==> src/rtl/core/swalk_pkg.sv <==
// ----------------------------------------------------------------------------
// swalk_pkg
// Shared types and constants of the structure table walker.
// ----------------------------------------------------------------------------
package swalk_pkg;

  localparam int OFF_W   = 16;
  localparam int CMP_W   = (OFF_W > 16) ? OFF_W : 16;
  localparam int PADDR_W = 4;

  localparam logic [7:0] END_TYPE = 8'd127;

  // register indexes (paddr[3:2])
  localparam logic [1:0] REG_WANTED_TYPE   = 2'd0;
  localparam logic [1:0] REG_WANTED_STRING = 2'd1;
  localparam logic [1:0] REG_TABLE_LENGTH  = 2'd2;

  localparam logic KIND_STRUCT = 1'b0;
  localparam logic KIND_END    = 1'b1;

  localparam logic [1:0] ST_NONE      = 2'd0;
  localparam logic [1:0] ST_MATCH     = 2'd1;
  localparam logic [1:0] ST_END_MARK  = 2'd2;
  localparam logic [1:0] ST_EXHAUSTED = 2'd3;

  typedef struct packed {
    logic        record_kind;
    logic [7:0]  struct_type;
    logic [15:0] start_offset;
    logic [7:0]  formatted_length;
    logic [7:0]  string_count;
    logic        is_first_match;
    logic [15:0] string_offset;
    logic        string_found;
    logic [1:0]  end_status;
    logic        last;
  } rec_t;

endpackage

==> src/rtl/core/swalk_byte_if.sv <==
// ----------------------------------------------------------------------------
// swalk_byte_if
// Table byte channel: valid/ready handshake carrying one table byte per beat.
// ----------------------------------------------------------------------------
interface swalk_byte_if;
  logic       valid;
  logic       ready;
  logic [7:0] table_byte;

  modport source (output valid, output table_byte, input ready);
  modport sink   (input valid, input table_byte, output ready);
endinterface

==> src/rtl/core/swalk_rec_if.sv <==
// ----------------------------------------------------------------------------
// swalk_rec_if
// Result channel: valid/ready handshake carrying one walker record per beat.
// ----------------------------------------------------------------------------
interface swalk_rec_if;
  logic        valid;
  logic        ready;
  logic        record_kind;
  logic [7:0]  struct_type;
  logic [15:0] start_offset;
  logic [7:0]  formatted_length;
  logic [7:0]  string_count;
  logic        is_first_match;
  logic [15:0] string_offset;
  logic        string_found;
  logic [1:0]  end_status;
  logic        last;

  modport source (output valid, output record_kind, output struct_type, output start_offset,
                  output formatted_length, output string_count, output is_first_match,
                  output string_offset, output string_found, output end_status,
                  output last, input ready);
  modport sink   (input valid, input record_kind, input struct_type, input start_offset,
                  input formatted_length, input string_count, input is_first_match,
                  input string_offset, input string_found, input end_status,
                  input last, output ready);
endinterface

==> src/rtl/core/smbios_structure_table_walker_top.sv <==
// ----------------------------------------------------------------------------
// smbios_structure_table_walker_top
// Walks an SMBIOS structure table one byte per beat and reports structures.
// ----------------------------------------------------------------------------
// The walker takes one table byte per cycle unless stalled and updates its parse
// state in the same cycle; each finished structure (at its double NUL) gives one
// record, and the walk ends with one table end record on type 127 or when
// table_length runs out, after which bytes are taken and dropped until reset.
// Records enter a three-deep output queue the cycle after their byte, so a
// record that finds the queue empty is visible at the result port then. A byte
// is taken every cycle as long as at most one record waits in the queue (two
// while the result side is draining); otherwise input is held off. The user must
// write registers over the APB port while the walker is idle (not enforced).

module smbios_structure_table_walker_top (
  input  logic                           clk,
  input  logic                           rst,
  input  logic                           psel,
  input  logic                           penable,
  input  logic                           pwrite,
  input  logic [swalk_pkg::PADDR_W-1:0]  paddr,
  input  logic [31:0]                    pwdata,
  output logic [31:0]                    prdata,
  output logic                           pready,
  swalk_byte_if.sink                     tbl,
  swalk_rec_if.source                    rec
);

  typedef enum logic [1:0] {
    PH_TYPE,
    PH_LENGTH,
    PH_FORMAT,
    PH_STRINGS
  } phase_t;

  localparam logic [swalk_pkg::OFF_W-1:0] OFF_MAX = {swalk_pkg::OFF_W{1'b1}};

  // configuration
  logic [6:0]  wanted_type;
  logic [7:0]  wanted_string;
  logic [15:0] table_length;

  // walk state
  phase_t                        phase, phase_next;
  logic [swalk_pkg::OFF_W-1:0]   byte_offset, byte_offset_next;
  logic [swalk_pkg::OFF_W-1:0]   struct_start, struct_start_next;
  logic [7:0]                    cur_type, cur_type_next;
  logic [7:0]                    cur_length, cur_length_next;
  logic [7:0]                    pos_in_struct, pos_in_struct_next;
  logic                          prev_was_zero, prev_was_zero_next;
  logic [7:0]                    strings_seen, strings_seen_next;
  logic [swalk_pkg::OFF_W-1:0]   hit_offset, hit_offset_next;
  logic                          hit_flag, hit_flag_next;
  logic                          match_seen, match_seen_next;
  logic                          finished, finished_next;

  // results of the current byte
  swalk_pkg::rec_t r0, r1;
  logic [1:0]      n_res;

  // output queue
  swalk_pkg::rec_t q [3];
  swalk_pkg::rec_t q_next [3];
  logic [1:0]      count, count_next;

  logic acc, pop, cfg_wr;

  assign pop    = rec.valid && rec.ready;
  assign acc    = tbl.valid && tbl.ready;
  assign cfg_wr = psel && penable && pwrite;
  assign pready = 1'b1;

  // room for two more records once the head leaves
  assign tbl.ready = (count <= 2'd1) || (count == 2'd2 && rec.ready);

  always_comb begin
    case (paddr[3:2])
      swalk_pkg::REG_WANTED_TYPE:   prdata = {25'b0, wanted_type};
      swalk_pkg::REG_WANTED_STRING: prdata = {24'b0, wanted_string};
      swalk_pkg::REG_TABLE_LENGTH:  prdata = {16'b0, table_length};
      default:                      prdata = 32'b0;
    endcase
  end

  always_ff @(posedge clk) begin
    if (rst) begin
      wanted_type   <= '0;
      wanted_string <= '0;
      table_length  <= '0;
    end else if (cfg_wr) begin
      case (paddr[3:2])
        swalk_pkg::REG_WANTED_TYPE:   wanted_type   <= pwdata[6:0];
        swalk_pkg::REG_WANTED_STRING: wanted_string <= pwdata[7:0];
        swalk_pkg::REG_TABLE_LENGTH:  table_length  <= pwdata[15:0];
        default: ;
      endcase
    end
  end

  // per-byte parse step
  always_comb begin
    logic [swalk_pkg::OFF_W-1:0] off_inc;
    logic                        exh_now, exh_inc;
    logic [7:0]                  b, eff, pos_inc;
    logic [7:0]                  ss_b, ss_c;
    logic                        hf_b, hf_c;
    logic [swalk_pkg::OFF_W-1:0] ho_b, ho_c;
    logic                        first;

    b       = tbl.table_byte;
    off_inc = (byte_offset == OFF_MAX) ? byte_offset : byte_offset + 1'b1;
    exh_now = (swalk_pkg::CMP_W'(byte_offset) >= swalk_pkg::CMP_W'(table_length))
              || (byte_offset == OFF_MAX);
    exh_inc = (swalk_pkg::CMP_W'(off_inc) >= swalk_pkg::CMP_W'(table_length))
              || (off_inc == OFF_MAX);
    eff     = (cur_length < 8'd2) ? 8'd2 : cur_length;
    pos_inc = pos_in_struct + 8'd1;
    first   = (cur_type == {1'b0, wanted_type}) && !match_seen;

    // up to two new strings per byte: a leading empty string and this one
    ss_b = strings_seen;
    hf_b = hit_flag;
    ho_b = hit_offset;
    if (strings_seen == 8'd0 && prev_was_zero) begin
      ss_b = 8'd1;
      if (wanted_string == 8'd1 && !hit_flag) begin
        hf_b = 1'b1;
        ho_b = byte_offset - 1'b1;
      end
    end
    ss_c = ss_b;
    hf_c = hf_b;
    ho_c = ho_b;
    if ((strings_seen == 8'd0 || prev_was_zero) && ss_b != 8'hFF) begin
      ss_c = ss_b + 8'd1;
      if (wanted_string != 8'd0 && ss_c == wanted_string && !hf_b) begin
        hf_c = 1'b1;
        ho_c = byte_offset;
      end
    end

    phase_next         = phase;
    byte_offset_next   = byte_offset;
    struct_start_next  = struct_start;
    cur_type_next      = cur_type;
    cur_length_next    = cur_length;
    pos_in_struct_next = pos_in_struct;
    prev_was_zero_next = prev_was_zero;
    strings_seen_next  = strings_seen;
    hit_offset_next    = hit_offset;
    hit_flag_next      = hit_flag;
    match_seen_next    = match_seen;
    finished_next      = finished;
    n_res              = 2'd0;

    r0                  = '0;
    r0.record_kind      = swalk_pkg::KIND_STRUCT;
    r0.struct_type      = cur_type;
    r0.start_offset     = 16'(struct_start);
    r0.formatted_length = cur_length;
    r0.string_count     = strings_seen;
    r0.is_first_match   = first;
    r0.string_offset    = hit_flag ? 16'(hit_offset) : 16'd0;
    r0.string_found     = hit_flag;
    r0.end_status       = swalk_pkg::ST_NONE;
    r0.last             = 1'b1;

    r1              = '0;
    r1.record_kind  = swalk_pkg::KIND_END;
    r1.start_offset = 16'(off_inc);
    r1.end_status   = (match_seen || first) ? swalk_pkg::ST_MATCH : swalk_pkg::ST_EXHAUSTED;
    r1.last         = 1'b1;

    if (acc && !finished) begin
      case (phase)
        PH_TYPE: begin
          if (exh_now || b == swalk_pkg::END_TYPE) begin
            // end record goes out alone, from slot r0
            r0              = '0;
            r0.record_kind  = swalk_pkg::KIND_END;
            r0.start_offset = 16'(byte_offset);
            r0.end_status   = match_seen ? swalk_pkg::ST_MATCH :
                              (exh_now ? swalk_pkg::ST_EXHAUSTED : swalk_pkg::ST_END_MARK);
            r0.last         = 1'b1;
            n_res           = 2'd1;
            finished_next   = 1'b1;
          end else begin
            cur_type_next      = b;
            struct_start_next  = byte_offset;
            strings_seen_next  = 8'd0;
            prev_was_zero_next = 1'b0;
            hit_flag_next      = 1'b0;
            hit_offset_next    = '0;
            phase_next         = PH_LENGTH;
            byte_offset_next   = off_inc;
          end
        end
        PH_LENGTH: begin
          cur_length_next    = b;
          pos_in_struct_next = 8'd2;
          phase_next         = (b <= 8'd2) ? PH_STRINGS : PH_FORMAT;
          byte_offset_next   = off_inc;
        end
        PH_FORMAT: begin
          pos_in_struct_next = pos_inc;
          if (pos_inc >= eff) phase_next = PH_STRINGS;
          byte_offset_next = off_inc;
        end
        PH_STRINGS: begin
          byte_offset_next = off_inc;
          if (b == 8'd0) begin
            if (prev_was_zero) begin
              // double NUL closes the structure
              if (first) match_seen_next = 1'b1;
              phase_next         = PH_TYPE;
              prev_was_zero_next = 1'b0;
              if (exh_inc) begin
                r0.last       = 1'b0;
                n_res         = 2'd2;
                finished_next = 1'b1;
              end else begin
                n_res = 2'd1;
              end
            end else begin
              prev_was_zero_next = 1'b1;
            end
          end else begin
            strings_seen_next  = ss_c;
            hit_flag_next      = hf_c;
            hit_offset_next    = ho_c;
            prev_was_zero_next = 1'b0;
          end
        end
        default: ;
      endcase
    end
  end

  // output queue: shift out the head, then append this byte's records
  always_comb begin
    logic [1:0] base;
    base = count - {1'b0, pop};
    for (int i = 0; i < 3; i++) begin
      if (pop && i < 2) q_next[i] = q[i+1];
      else              q_next[i] = q[i];
      if (n_res != 2'd0 && 2'(i) == base)                  q_next[i] = r0;
      if (n_res == 2'd2 && 2'(i) == base + 2'd1)           q_next[i] = r1;
    end
    count_next = base + n_res;
  end

  assign rec.valid            = (count != 2'd0);
  assign rec.record_kind      = q[0].record_kind;
  assign rec.struct_type      = q[0].struct_type;
  assign rec.start_offset     = q[0].start_offset;
  assign rec.formatted_length = q[0].formatted_length;
  assign rec.string_count     = q[0].string_count;
  assign rec.is_first_match   = q[0].is_first_match;
  assign rec.string_offset    = q[0].string_offset;
  assign rec.string_found     = q[0].string_found;
  assign rec.end_status       = q[0].end_status;
  assign rec.last             = q[0].last;

  always_ff @(posedge clk) begin
    q <= q_next;
    if (rst) begin
      count         <= '0;
      phase         <= PH_TYPE;
      byte_offset   <= '0;
      struct_start  <= '0;
      cur_type      <= '0;
      cur_length    <= '0;
      pos_in_struct <= '0;
      prev_was_zero <= 1'b0;
      strings_seen  <= '0;
      hit_offset    <= '0;
      hit_flag      <= 1'b0;
      match_seen    <= 1'b0;
      finished      <= 1'b0;
    end else begin
      count         <= count_next;
      phase         <= phase_next;
      byte_offset   <= byte_offset_next;
      struct_start  <= struct_start_next;
      cur_type      <= cur_type_next;
      cur_length    <= cur_length_next;
      pos_in_struct <= pos_in_struct_next;
      prev_was_zero <= prev_was_zero_next;
      strings_seen  <= strings_seen_next;
      hit_offset    <= hit_offset_next;
      hit_flag      <= hit_flag_next;
      match_seen    <= match_seen_next;
      finished      <= finished_next;
    end
  end

endmodule
==> src/flat_wrapper.sv <==
// flat-port wrapper written by rule: the top's interface ports become plain ports
module smbios_structure_table_walker_top_flat 
  (clk, rst, psel, penable, pwrite, paddr, pwdata, prdata, pready, tbl_valid, tbl_table_byte, tbl_ready, rec_valid, rec_record_kind, rec_struct_type, rec_start_offset, rec_formatted_length, rec_string_count, rec_is_first_match, rec_string_offset, rec_string_found, rec_end_status, rec_last, rec_ready);
  swalk_byte_if tbl_i ();
  swalk_rec_if rec_i ();
  input  logic clk;
  input  logic rst;
  input  logic psel;
  input  logic penable;
  input  logic pwrite;
  input  logic [swalk_pkg::PADDR_W-1:0] paddr;
  input  logic [31:0] pwdata;
  output logic [31:0] prdata;
  output logic pready;
  input wire logic [$bits(tbl_i.valid)-1:0] tbl_valid;
  input wire logic [$bits(tbl_i.table_byte)-1:0] tbl_table_byte;
  output wire logic [$bits(tbl_i.ready)-1:0] tbl_ready;
  output wire logic [$bits(rec_i.valid)-1:0] rec_valid;
  output wire logic [$bits(rec_i.record_kind)-1:0] rec_record_kind;
  output wire logic [$bits(rec_i.struct_type)-1:0] rec_struct_type;
  output wire logic [$bits(rec_i.start_offset)-1:0] rec_start_offset;
  output wire logic [$bits(rec_i.formatted_length)-1:0] rec_formatted_length;
  output wire logic [$bits(rec_i.string_count)-1:0] rec_string_count;
  output wire logic [$bits(rec_i.is_first_match)-1:0] rec_is_first_match;
  output wire logic [$bits(rec_i.string_offset)-1:0] rec_string_offset;
  output wire logic [$bits(rec_i.string_found)-1:0] rec_string_found;
  output wire logic [$bits(rec_i.end_status)-1:0] rec_end_status;
  output wire logic [$bits(rec_i.last)-1:0] rec_last;
  input wire logic [$bits(rec_i.ready)-1:0] rec_ready;
  assign tbl_i.valid = tbl_valid;
  assign tbl_i.table_byte = tbl_table_byte;
  assign tbl_ready = tbl_i.ready;
  assign rec_valid = rec_i.valid;
  assign rec_record_kind = rec_i.record_kind;
  assign rec_struct_type = rec_i.struct_type;
  assign rec_start_offset = rec_i.start_offset;
  assign rec_formatted_length = rec_i.formatted_length;
  assign rec_string_count = rec_i.string_count;
  assign rec_is_first_match = rec_i.is_first_match;
  assign rec_string_offset = rec_i.string_offset;
  assign rec_string_found = rec_i.string_found;
  assign rec_end_status = rec_i.end_status;
  assign rec_last = rec_i.last;
  assign rec_i.ready = rec_ready;
  smbios_structure_table_walker_top u_core (.clk(clk), .rst(rst), .psel(psel), .penable(penable), .pwrite(pwrite), .paddr(paddr), .pwdata(pwdata), .prdata(prdata), .pready(pready), .tbl(tbl_i), .rec(rec_i));
endmodule
==> config.mk <==
export PLATFORM = sky130hd
export DESIGN_NAME = smbios_structure_table_walker_top_flat
export DESIGN_NICKNAME = d
export VERILOG_FILES = /design/src/rtl/core/swalk_pkg.sv /design/src/rtl/core/swalk_byte_if.sv /design/src/rtl/core/swalk_rec_if.sv /design/src/rtl/core/smbios_structure_table_walker_top.sv /design/src/flat_wrapper.sv
export SDC_FILE = /design/constraint.sdc
export NUM_CORES = 1
export LEC_CHECK = 0
export BUFFER_PORTS_ARGS = -buffer_cell sky130_fd_sc_hd__buf_2
export CAP_MARGIN = 30
export CORE_ASPECT_RATIO = 1.5
export CORE_UTILIZATION = 55
export CTS_BUF_LIST = sky130_fd_sc_hd__clkbuf_4 sky130_fd_sc_hd__clkbuf_8 sky130_fd_sc_hd__clkbuf_16
export CTS_CLUSTER_DIAMETER = 60
export CTS_CLUSTER_SIZE = 20
export DETAILED_ROUTE_END_ITERATION = 8
export PLACE_DENSITY = 0.83
export SLEW_MARGIN = 20
export SYNTH_ARGS = -nofsm -noshare
export SYNTH_HDL_FRONTEND = slang
export SYNTH_SLANG_ARGS = --single-unit
==> constraint.sdc <==
create_clock -name clk -period 4.2 [get_ports clk]
set_input_delay 1.05 -clock clk [delete_from_list [all_inputs] [get_ports clk]]
set_output_delay 1.05 -clock clk [all_outputs]
set_load 0.01 [all_outputs]
# == Word level (Yosys, flattened, before mapping) ==
# Index checks and enable logic that the tools add are counted.
# classes
addsub,7
order_cmp,6
n_eq_ne,25
muxes,64
n_bitwise,1
reduce_logical,57
# ops
cell,count
2-to-1 mux 62 bit,6
2-to-1 mux 53 bit,4
2-to-1 mux 16 bit,9
case mux 16 bit (2 select lines),2
2-to-1 mux 61 bit,1
case mux 16 bit (3 select lines),1
2-to-1 mux 8 bit,5
"== test 16 bit, second input constant",2
greater-or-equal comparator 16 bit,2
case mux 8 bit (2 select lines),2
2-to-1 mux 2 bit,10
logical AND 1 bit,18
2-to-1 mux 1 bit,18
"adder 16 x 1 -> 16 bit, second input constant",1
"adder 8 x 1 -> 8 bit, second input constant",2
zero test 8 bit,2
"subtractor 16 x 1 -> 16 bit, second input constant",1
nonzero test 2 bit,7
AND reduction 2 bit,6
"== test 2 bit, second input constant",5
"!= test 2 x 1 -> 1 bit, second input constant",5
AND reduction 5 bit,2
"== test 8 x 1 -> 1 bit, second input constant",1
== test 8 x 7 -> 1 bit,1
27 further kinds,47
# word_totals
register_bits,305
inputBits,51
word_cells,206

# == Longest topological paths before layout ==
# Gate-level depths: netlist of run 1.
# logic_depth
depth_word,13
mapped_depth,19
mapped_depth_nobuf,19

# == Worst setup path after synthesis of run 1 ==
# OpenSTA, ideal clock, no wires.
# synth_path
path_kind,register -> register
from,reg u_core.byte_offset[1] (netlist bit)
to,"reg u_core.q, in the netlist u_core.rec.end_status[0] (enable)"
setup_time_ns,0.343
arrival_ns,3.830
required_ns,3.857
setup_slack_ns,0.027
stages_incl_launch_ff,17
n_path_buf,3
period_less_slack_ns,4.173
path_cell_list,dfxtp_1 -> buf_2 -> and4_1 -> nand3_1 -> a21oi_1 -> xor2_1 -> ha_1 -> a21o_1 -> a21o_1 -> a2111oi_0 -> o21ai_0 -> a31oi_1 -> o32ai_1 -> and3_1 -> buf_2 -> buf_2 -> or3_1
# synth_rtl
element,line,source
from (decl),smbios_structure_table_walker_top.sv:45,"logic [swalk_pkg::OFF_W-1:0] byte_offset, byte_offset_next;"
from (signal assigned),smbios_structure_table_walker_top.sv:283,byte_offset <= byte_offset_next;
to (signal assigned),smbios_structure_table_walker_top.sv:265,q <= q_next;
to (decl),smbios_structure_table_walker_top.sv:62,swalk_pkg::rec_t q [3];

==> impl_metrics.ini, run 1 <==
[power]
powerDensity_mw_per_mm2 = 451
p_seq_share_pct = 44.4
p_leak_nw = 7.41
switching_power_mw = 2.93
power_frac_comb_pct = 32.6
power_mw = 8.21
intPower_mw = 5.28
irDropWorstVdd_uv = 538
swShare_pct = 35.7
clockPowerShare_pct = 23.0

[final_layout]
syn2layout_area_growth_pct = 10.1
final_cell_mix = 355 x nand2_1, 251 x dfxtp_1, 225 x nor2_1
stdcell_count = 2517
drive_gt1_share_pct = 14.8
nets = 2216
fillerInstances = 2480
final_common_cell = nand2_1

[floorplanning]
die_area_mm2 = 0.0308
dieHeight_um = 214
ios = 148
fp.dieW_um = 144
start_util_pct = 56.1
rows = 77
coreArea_mm2 = 0.0295

[worst_setup_path]
end_kind = register
cp_max_fo = 19
critical_path.reg2reg.endpoint = u_core.q[109]$_DFFE_PP_
arrival_ns = 4.31
critPathRequiredTime_ns = 4.48
cp-start-kind = register
worstSetupPathType = register to register
reg2reg_slack_ns = 0.17
reg2reg_from = u_core.byte_offset[9]$_SDFFE_PP0P_
r2r_cells = 15

[flow_run]
cap_viol_max_count = 0

[synthesis]
ys.flop_type = dfxtp_1
synth_top_cell_by_area = dfxtp_1
synth_area_leaders = dfxtp_1 30%, edfxtp_1 9.8%, nand2_1 8.1%
ys.warnings.count = 0
synth_cell_type_count = 75
synth_area_mm2 = 0.0165
syn_avg_cell_area_um2 = 7.96
synth-seq-cells = 305
yosysSeqAreaShare_pct = 40.2
netlist_instances = 2077
async_flop_share_pct = 0
yosysTopAreaCellShare_pct = 30.4
synth_edf_count = 54

[sta]
maxSlewViolCount = 0
setup_violations = 0
max_freq_ghz = 0.248
hold_viol = 0
setup_tns_ns = 0
tightest_slew_ns = 0.987
clock-skew-final_ns = 0.0193
min_period_ns = 4.03
period_share_pct = 96.0
slew_headroom_pct = 34.2

[global_routing]
grt_max_degree = 99
track_usage_pct = 29.5
grt_antenna_before_repair = 2
grt_pass1_vias = 14300
gr-total-overflow = 0
grt_first_pass_wirelength_um = 72700

[place]
dp_hpwl_um = 31800
dp_cells = 2487
numPortBuffers = 112
routabilityCongestion = 0.964

[cts]
clock_sinks = 305
htreeDepth = 1
clock_latency_ns = 0.54
cts_max_path_buffers = 3
cts_tree = done
numCtsBuffers = 19
clk_pin_slew_ns = 0.08
cts_root_buf = clkbuf_16

[routing]
routed_wl_um = 45600
ant_nets = 0
avgViaCountPerCell = 6.01
drt_iter0_markers = 1311
first_pass_iters = 6
num_vias = 15100
drc_errors = 0
wire_per_inst_um = 18.1

[status]
status = completed

[worst_hold_path]
hold_class = register to register
hold_path_depth = 2
hold_start = u_core.q[57]$_SDFFE_PP0P_
whs_endpoint = u_core.q[57]$_SDFFE_PP0P_
[critical path: stages (launching register included)]
cell       delay, ns
dfxtp_1         0.57
and3_1          0.35
buf_4           0.16
nand2_1         0.10
nor2_1          0.14
a21oi_1         0.08
a41oi_1         0.38
ha_1            0.21
o2111ai_1       0.14
nor3_1          0.29
a31oi_2         0.17
o21ai_2         0.11
nand2b_2        0.09
or4_1           0.46
buf_12          0.20
mux2_4          0.30
[per-stage QoR]
step                      hold slack, ns  util [%]  cell area [um2]  setup slack (ns)
after floorplan                    0.437         -            16600            0.0272
after global placement             0.441      59.7            17600             0.157
after detailed placement           0.447      59.7            17600            0.0978
after CTS                          0.458      61.5            18100            0.0697
after global routing               0.476      61.8            18200           -0.0372
final                              0.457      61.8            18200             0.169
[how the worst max path moves through the flow]
stage | start | end | slack [ns]
final | u_core.byte_offset[9]$_SDFFE_PP0P_ | u_core.q[109]$_DFFE_PP_ | 0.17
after global routing | u_core.byte_offset[0]$_SDFFE_PP0P_ | u_core.q[110]$_DFFE_PP_ | -0.04
after CTS | u_core.byte_offset[0]$_SDFFE_PP0P_ | u_core.rec.start_offset[4]$_DFFE_PP_ | 0.07
after detailed placement | tbl_table_byte[2] | u_core.q[113]$_DFFE_PP_ | 0.1
after global placement | tbl_table_byte[2] | u_core.q[104]$_DFFE_PP_ | 0.16
after floorplan | u_core.byte_offset[1]$_SDFFE_PP0P_ | u_core.rec.end_status[0]$_SDFFCE_PP1P_ | 0.03
[flip-flops by register name (all words and copies together), names as in the netlist, 8 cells and up]
| name | cells |
|---|---|
| u_core.byte_offset | 16 |
| u_core.cur_length | 8 |
| u_core.cur_type | 8 |
| u_core.hit_offset | 16 |
| u_core.pos_in_struct | 8 |
| u_core.q | 124 |
| u_core.rec.formatted_length | 8 |
| u_core.rec.start_offset | 16 |
| u_core.rec.string_count | 8 |
| u_core.rec.string_offset | 16 |
| u_core.rec.struct_type | 8 |
| u_core.strings_seen | 8 |
| u_core.struct_start | 16 |
| u_core.table_length | 16 |
| u_core.wanted_string | 8 |
[cell type report]
type / instances / area (um2) / share of cell area, %
Timing Repair Buffer: 236 / 1700 / 9.33
Antenna cell: 1 / 2.50 / 0.0137
Clock buffer: 23 / 505 / 2.78
Inverter: 45 / 169 / 0.928
Sequential cell: 305 / 6650 / 36.5
Tap cell: 395 / 494 / 2.71
Clock inverter: 5 / 45.0 / 0.247
Multi-Input combinational cell: 1507 / 8650 / 47.5
[power by group through the flow]
stage	Combinational (mW)	Sequential (mW)	Clock [mW]
after floorplan	1.92	3.64	0
after global placement	2.57	3.68	0
after detailed placement	2.62	3.70	0
after CTS	2.64	3.63	1.91
after global routing	2.91	3.68	2.00
final	2.68	3.64	1.89
[per-layer routing]
layer  track usage, %  share of wire, %  vias up
met5                0             0.026        -
met4             17.2               5.5        2
met3             2.84               5.8      146
met2             49.7                49      649
met1             36.4                39     7120
li1                 -                 -     7216
[cells in the mapped netlist (10+ instances only)]
| master | instances |
|---|---|
| o31ai_1 | 10 |
| nand4_1 | 24 |
| nand2_1 | 356 |
| o21ai_0 | 80 |
| a21o_1 | 19 |
| mux2_2 | 11 |
| a211o_1 | 10 |
| and2_1 | 16 |
| ha_1 | 51 |
| nand3_1 | 79 |
| inv_1 | 43 |
| nor3_1 | 25 |
| nor2_1 | 227 |
| a211oi_1 | 12 |
| xnor2_1 | 13 |
| o22ai_1 | 10 |
| clkbuf_1 | 128 |
| buf_4 | 80 |
| mux2i_1 | 73 |
| and3_1 | 12 |
| edfxtp_1 | 54 |
| a21oi_1 | 207 |
| xor2_1 | 24 |
| dfxtp_1 | 251 |
| nand2b_1 | 11 |
| buf_2 | 19 |
| a31oi_1 | 93 |
[cell families after synthesis]
kind of cell | count (synthesis) | share of synthesized area (%)
adder cells (fa/ha/maj) | 51 | 3.86
AO/OA/AOI/OAI | 502 | 18.1
AND/OR/NAND/NOR | 810 | 21.7
multiplexers | 90 | 5.71
other | 2 | 0.0454
XOR/XNOR | 37 | 1.96
flip-flops | 305 | 40.2
buffers and inverters | 280 | 8.41
[what timing repair did]
item | CTS | global route
setup endpoints to repair | 0 | 98
buffers inserted | 0 | 0
hold buffers | 0 | 0
gates resized for setup | 0 | 10
Note: power is estimated with default switching activity, not from simulation.
==> run 2, diff against run 1 <==
ABC_AREA = 1   (was unset)
PLACE_DENSITY = 0.82   (was 0.83)
RECOVER_POWER = 100   (was unset)
TNS_END_PERCENT = 20   (was unset)
==> run 2 against run 1 <==
Effect of this change: the run now ends with capacitance limit, slew limit left; routed wire length is 11% higher; synthesized cell count is 26% higher; worst hold slack hardly changed; final cell count is 21% higher; sequential share of layout area is 2.0 points lower; sequential power is 25% higher; clock power is 16% higher; count of clock-buffer cells in the layout is 6 higher; setup slack better by 0.053 ns; non-clock buffer count is 17 lower; utilization is 1.5 points lower; largest cell class unchanged; highest routed layer unchanged.
==> impl_metrics.ini, run 2 <==
[status]
violations = capacitance limit, slew limit
status = finished with violations

[cts]
htreeDepth = 1
numCtsBuffers = 21
clock_latency_ns = 0.54
clk_pin_slew_ns = 0.08
cts_root_buf = clkbuf_16
cts_max_path_buffers = 3
cts_hold_buf = 0
clock_sinks = 305
cts_resized = 0
cts_setup_buffers = 0
cts_tree = done

[final_layout]
drive_gt1_share_pct = 8.50
nets = 2713
syn2layout_area_growth_pct = 7.46
fin_util_pct = 60.3
top_register = u_core.q
final_cell_mix = 747 x nand2_1, 327 x nand3_1, 250 x dfxtp_1
largest_reg_flops = 124
antenna_cells = 0
fillerInstances = 2956
final_common_cell = nand2_1

[floorplanning]
die_area_mm2 = 0.0333
rows = 80
fp.dieW_um = 149
ios = 148
coreArea_mm2 = 0.0319
start_util_pct = 56.1
dieHeight_um = 223

[synthesis]
syn_avg_cell_area_um2 = 6.86
synth_area_mm2 = 0.0179
yosysTopAreaCellShare_pct = 28.1
ys.warnings.count = 0
synth-seq-cells = 305
netlist_instances = 2609
synth_top_cell_by_area = dfxtp_1
ys.flop_type = dfxtp_1
yosysMostFrequentCell = nand2_1
synth_cell_type_count = 43
async_flop_share_pct = 0
synth_area_leaders = dfxtp_1 28%, nand2_1 16%, nand3_1 9.1%
yosysSeqAreaShare_pct = 37.1
synth_edf_count = 54
netlist_top_cells_count = 750 x nand2_1, 327 x nand3_1, 251 x dfxtp_1

[routing]
wire_per_inst_um = 16.6
first_pass_iters = 7
num_vias = 17600
avgViaCountPerCell = 5.79
routed_wl_um = 50400
drc_errors = 0
drt_iter0_markers = 1603
ant_nets = 0

[power]
powerDensity_mw_per_mm2 = 693
p_leak_nw = 9.13
irDropWorstVdd_uv = 441
power_mw = 13.3

[worst_setup_path]
cp_max_fo = 15
arrival_ns = 4.28
cp-start-kind = register
critPathRequiredTime_ns = 4.50
worstSetupPathType = register to register
r2r_cells = 21
reg2reg_slack_ns = 0.22
reg2reg_from = u_core.byte_offset[9]$_SDFFE_PP0P_
critical_path.reg2reg.endpoint = u_core.q[110]$_DFFE_PP_
end_kind = register

[sta]
hold_viol = 0
setup_tns_ns = 0
clock-skew-final_ns = 0.0149
slew_headroom_pct = -18.8
min_period_ns = 3.98
maxSlewViolCount = 97
max_freq_ghz = 0.251
period_share_pct = 94.7
tightest_slew_ns = 1.78
fin_ws_ns = 0.222
setup_violations = 0
rsz0062_at_grt = no

[worst_hold_path]
hold_start = u_core.struct_start[9]$_SDFFE_PP0P_
hold_path_depth = 2
hold_class = register to register
whs_endpoint = u_core.struct_start[9]$_SDFFE_PP0P_

[place]
routabilityCongestion = 0.906
numPortBuffers = 112
dp_hpwl_um = 35800
place_ws_ns = 0.232

[global_routing]
grt_antenna_before_repair = 1
grt_max_degree = 97
track_usage_pct = 29.8
grt_pass1_vias = 15800
grt_first_pass_wirelength_um = 80600
gr-total-overflow = 0

[flow_run]
cap_viol_max_count = 1
-- run 2: cell types whose count changed after synthesis, sizes merged, moves of 77 or more --
cell and delta:
inv +142, nand2 +406, o21ai +77, a31oi -92, nand4 +113, nand3 +259
-- run 2: per-layer routing --
layer	vias up	part of all wire, %	track usage [%]	wire length (um)
met5	-	0.026	0	13
met1	8080	41	37.5	20500
met2	734	47	49.2	23900
li1	8575	-	-	-
met4	2	5.3	16.4	2690
met3	163	6.5	3.29	3270
-- run 2: layout make-up --
type	instances	area, um2	area share, %
clock inverters	6	85.1	0.442
multi-input cells	1875	9220	47.9
clock buffers	29	611	3.17
well taps	410	513	2.67
inverters	188	709	3.69
repair buffers	219	1450	7.54
repair inverters	1	7.51	0.0390
flip-flops and latches	305	6650	34.5
-- run 2: report_power, final --
group	switching, mW	total, mW	internal [mW]	leakage (nW)
clock	1.09	2.19	1.10	0.343
combinational	4.36	6.59	2.23	6.20
sequential	0.496	4.56	4.06	2.59
total	5.94	13.3	7.39	9.13
-- run 2: worst max-delay path by stage --
| stage | to | startpoint | slack [ns] |
|---|---|---|---|
| 6_report | u_core.q[110]$_DFFE_PP_ | u_core.byte_offset[9]$_SDFFE_PP0P_ | 0.22 |
| 4_1_cts | u_core.q[110]$_DFFE_PP_ | u_core.byte_offset[3]$_SDFFE_PP0P_ | 0.26 |
| 2_1_floorplan | u_core.q[100]$_DFFE_PP_ | rec_ready | 0.28 |
| 3_5_place_dp | u_core.q[110]$_DFFE_PP_ | tbl_table_byte[2] | 0.23 |
| 3_3_place_gp | u_core.rec.start_offset[5]$_DFFE_PP_ | u_core.byte_offset[3]$_SDFFE_PP0P_ | 0.26 |
| 5_1_grt | u_core.q[114]$_DFFE_PP_ | u_core.byte_offset[9]$_SDFFE_PP0P_ | 0.007 |
-- run 2: through the flow --
step | hold WS [ns] | std cells | cell area (um2)
6_report | 0.457 | 3033 | 19200
5_1_grt | 0.473 | 3033 | 19200
4_1_cts | 0.457 | 3032 | 19400
3_5_place_dp | 0.445 | 2997 | 18700
3_3_place_gp | 0.440 | 2996 | 18700
2_1_floorplan | 0.430 | 2624 | 18000
-- run 2: logic make-up (layout without fill, tap and decap cells) --
group | count (synthesis) | count (layout) | synth area share (%)
adder cells (fa/ha/maj) | 51 | 51 | 3.56
other | 2 | 17 | 0.0419
buffers and inverters | 444 | 443 | 12.0
AO/OA/AOI/OAI | 355 | 355 | 10.6
XOR/XNOR | 28 | 28 | 1.37
flip-flops | 305 | 305 | 37.1
AND/OR/NAND/NOR | 1424 | 1424 | 35.3
-- run 2: worst max-delay path, cell delays in order, from the launching register on --
cell        delay, ns
dfxtp_1          0.51
nand2_2          0.15
nor2_1           0.23
nand2_2          0.13
nor2_4           0.12
inv_2            0.14
nand2_1          0.13
ha_1             0.25
a21oi_1          0.16
o21ai_0          0.11
a21oi_1          0.24
nand2_1          0.09
a21oi_1          0.24
buf_4            0.19
nand3_1          0.08
nand2_1          0.11
buf_4            0.12
nor2_4           0.06
nand2_2          0.22
clkinvlp_4       0.26
nand2_1          0.11
nand2_1          0.06
==> run 3, diff against run 2 <==
CORE_UTILIZATION = 45   (was 55)
CTS_BUF_LIST = sky130_fd_sc_hd__clkbuf_16   (was sky130_fd_sc_hd__clkbuf_4 sky130_fd_sc_hd__clkbuf_8 sky130_fd_sc_hd__clkbuf_16)
PLACE_DENSITY = 0.7   (was 0.82)
==> run 3 against run 2 <==
Effect of this change: the run still ends with capacitance limit, slew limit left; combinational power fell by 1%; final cell count is 3.0% higher; critical path depth is 1 higher; largest cell class unchanged; largest power group unchanged.
==> impl_metrics.ini, run 3 (synthesized netlist as in run 2, its figures left out) <==
[place]
dp_hpwl_um = 36700
routabilityCongestion = 0.911
numPortBuffers = 112
place_area_mm2 = 0.0188
dp_cells = 3083

[final_layout]
stdcell_count = 3124
syn2layout_area_growth_pct = 8.20
final_cell_mix = 744 x nand2_1, 335 x nand3_1, 249 x dfxtp_1
fillerInstances = 3973
drive_gt1_share_pct = 8.19
largest_reg_flops = 124
top_register = u_core.q
nets = 2711
final_common_cell = nand2_1
design_area_mm2 = 0.0194
fin_util_pct = 49.3
antenna_cells = 0

[floorplanning]
rows = 89
coreArea_mm2 = 0.0393
ios = 148
dieHeight_um = 246
die_area_mm2 = 0.0406
start_util_pct = 45.6
fp.dieW_um = 165

[cts]
clk_pin_slew_ns = 0.08
cts_root_buf = clkbuf_16
clock_latency_ns = 0.57
htreeDepth = 1
cts_tree = done
clock_sinks = 305
numCtsBuffers = 23
cts_max_path_buffers = 3
cts_hold_buf = 0

[sta]
min_period_ns = 3.94
hold_viol = 0
period_share_pct = 93.7
setup_violations = 0
maxSlewViolCount = 97
clock-skew-final_ns = 0.0367
max_freq_ghz = 0.254
tightest_slew_ns = 1.83
rsz0062_at_grt = no
slew_headroom_pct = -22.1
setup_tns_ns = 0

[worst_setup_path]
cp_max_fo = 15
cp-start-kind = register
critical_path.reg2reg.endpoint = u_core.rec.start_offset[6]$_DFFE_PP_
worstSetupPathType = register to register
r2r_cells = 22
end_kind = register
critPathRequiredTime_ns = 4.59
arrival_ns = 4.33
reg2reg_from = u_core.byte_offset[1]$_SDFFE_PP0P_
reg2reg_slack_ns = 0.26

[worst_hold_path]
whs_endpoint = u_core.struct_start[13]$_SDFFE_PP0P_
hold_path_depth = 2
hold_class = register to register
hold_start = u_core.struct_start[13]$_SDFFE_PP0P_

[flow_run]
cap_viol_max_count = 1

[global_routing]
grt_first_pass_wirelength_um = 82800
grt_max_degree = 97
track_usage_pct = 25.4
grt_antenna_before_repair = 0
grt_pass1_vias = 15400
gr-total-overflow = 0

[routing]
num_vias = 17400
first_pass_iters = 8
routed_wl_um = 52300
avgViaCountPerCell = 5.56
ant_nets = 0
drt_iter0_markers = 1477
wire_per_inst_um = 16.7
drc_errors = 0

[status]
violations = capacitance limit, slew limit
status = finished with violations

[power]
p_leak_nw = 9.14
power_frac_comb_pct = 48.1
clockPowerShare_pct = 18.3
p_seq_share_pct = 33.6
intPower_mw = 7.51
irDropWorstVdd_uv = 432
powerDensity_mw_per_mm2 = 700
switching_power_mw = 6.05
swShare_pct = 44.6
run 3: cell count changes in the layout (fill, tap and decap cells not counted), sizes merged:
cell      previous run  this run
buf                129       118
inv                186       194
bufinv               1         4
clkbuf             119       121
clkinvlp             3         1
clkinv               5         6
run 3: what timing repair did:
item | CTS | global route
endpoints found under the setup margin | 0 | 119
gates resized for setup | 0 | 12
buffers inserted | 0 | 1
run 3: area by class of cell:
type / count / area, um2 / share of cell area [%]
clock buffer: 23 / 576 / 2.97
clock inverter: 17 / 234 / 1.21
inverter: 188 / 712 / 3.67
multi-input combinational: 1875 / 9190 / 47.4
sequential: 305 / 6650 / 34.3
tap: 500 / 626 / 3.23
timing repair buffer: 216 / 1390 / 7.16
run 3: critical path, stage by stage, from the launching register on:
cell      delay (ns)
dfxtp_1         0.34
ha_1            0.17
nand2_1         0.12
nor2_4          0.18
nand2_2         0.15
nor2_4          0.18
inv_4           0.11
nand2_1         0.13
ha_1            0.27
a21oi_1         0.14
o21ai_0         0.15
a21oi_2         0.21
nand2_1         0.07
a21oi_1         0.18
buf_4           0.18
nand3_1         0.07
nand2_1         0.13
nand2_2         0.11
clkbuf_2        0.26
nand4_1         0.13
clkbuf_1        0.29
nand2_1         0.09
nand2_1         0.12
run 3: through the flow:
stage / power (mW) / hold slack, ns / setup WS [ns]
floorplan: 9.27 / 0.430 / 0.280
global placement: 11.0 / 0.440 / 0.216
detailed placement: 11.2 / 0.446 / 0.161
CTS: 13.7 / 0.459 / 0.127
global route: 14.6 / 0.475 / 0.00672
finish: 13.6 / 0.458 / 0.265
run 3: metal layers:
metal | track usage [%] | part of all wire, % | vias to the layer above
li1 | - | - | 8605
met1 | 33.2 | 42 | 7986
met2 | 42.5 | 48 | 669
met3 | 2.47 | 5.8 | 94
met4 | 9.98 | 3.6 | 0
met5 | 0 | 0 | -
run 3: worst max-delay path by stage:
stage / slack (ns) / cells past startpoint / start / end
after floorplan: 0.28 / 12 / rec_ready / u_core.q[100]$_DFFE_PP_
after global routing: 0.007 / 26 / u_core.byte_offset[0]$_SDFFE_PP0P_ / u_core.rec.formatted_length[6]$_SDFFE_PP0P_
after global placement: 0.22 / 22 / u_core.byte_offset[0]$_SDFFE_PP0P_ / u_core.rec.start_offset[5]$_DFFE_PP_
after detailed placement: 0.16 / 21 / u_core.byte_offset[3]$_SDFFE_PP0P_ / u_core.rec.start_offset[5]$_DFFE_PP_
final: 0.26 / 22 / u_core.byte_offset[1]$_SDFFE_PP0P_ / u_core.rec.start_offset[6]$_DFFE_PP_
after CTS: 0.13 / 21 / u_core.byte_offset[3]$_SDFFE_PP0P_ / u_core.rec.start_offset[5]$_DFFE_PP_
run 3: power by group through the flow:
stage | Combinational, mW | Clock [mW] | Sequential, mW
floorplan | 4.79 | 0 | 4.48
global route | 7.29 | 2.64 | 4.66
global placement | 6.43 | 0 | 4.56
CTS | 6.61 | 2.52 | 4.53
finish | 6.52 | 2.48 | 4.55
detailed placement | 6.57 | 0 | 4.59
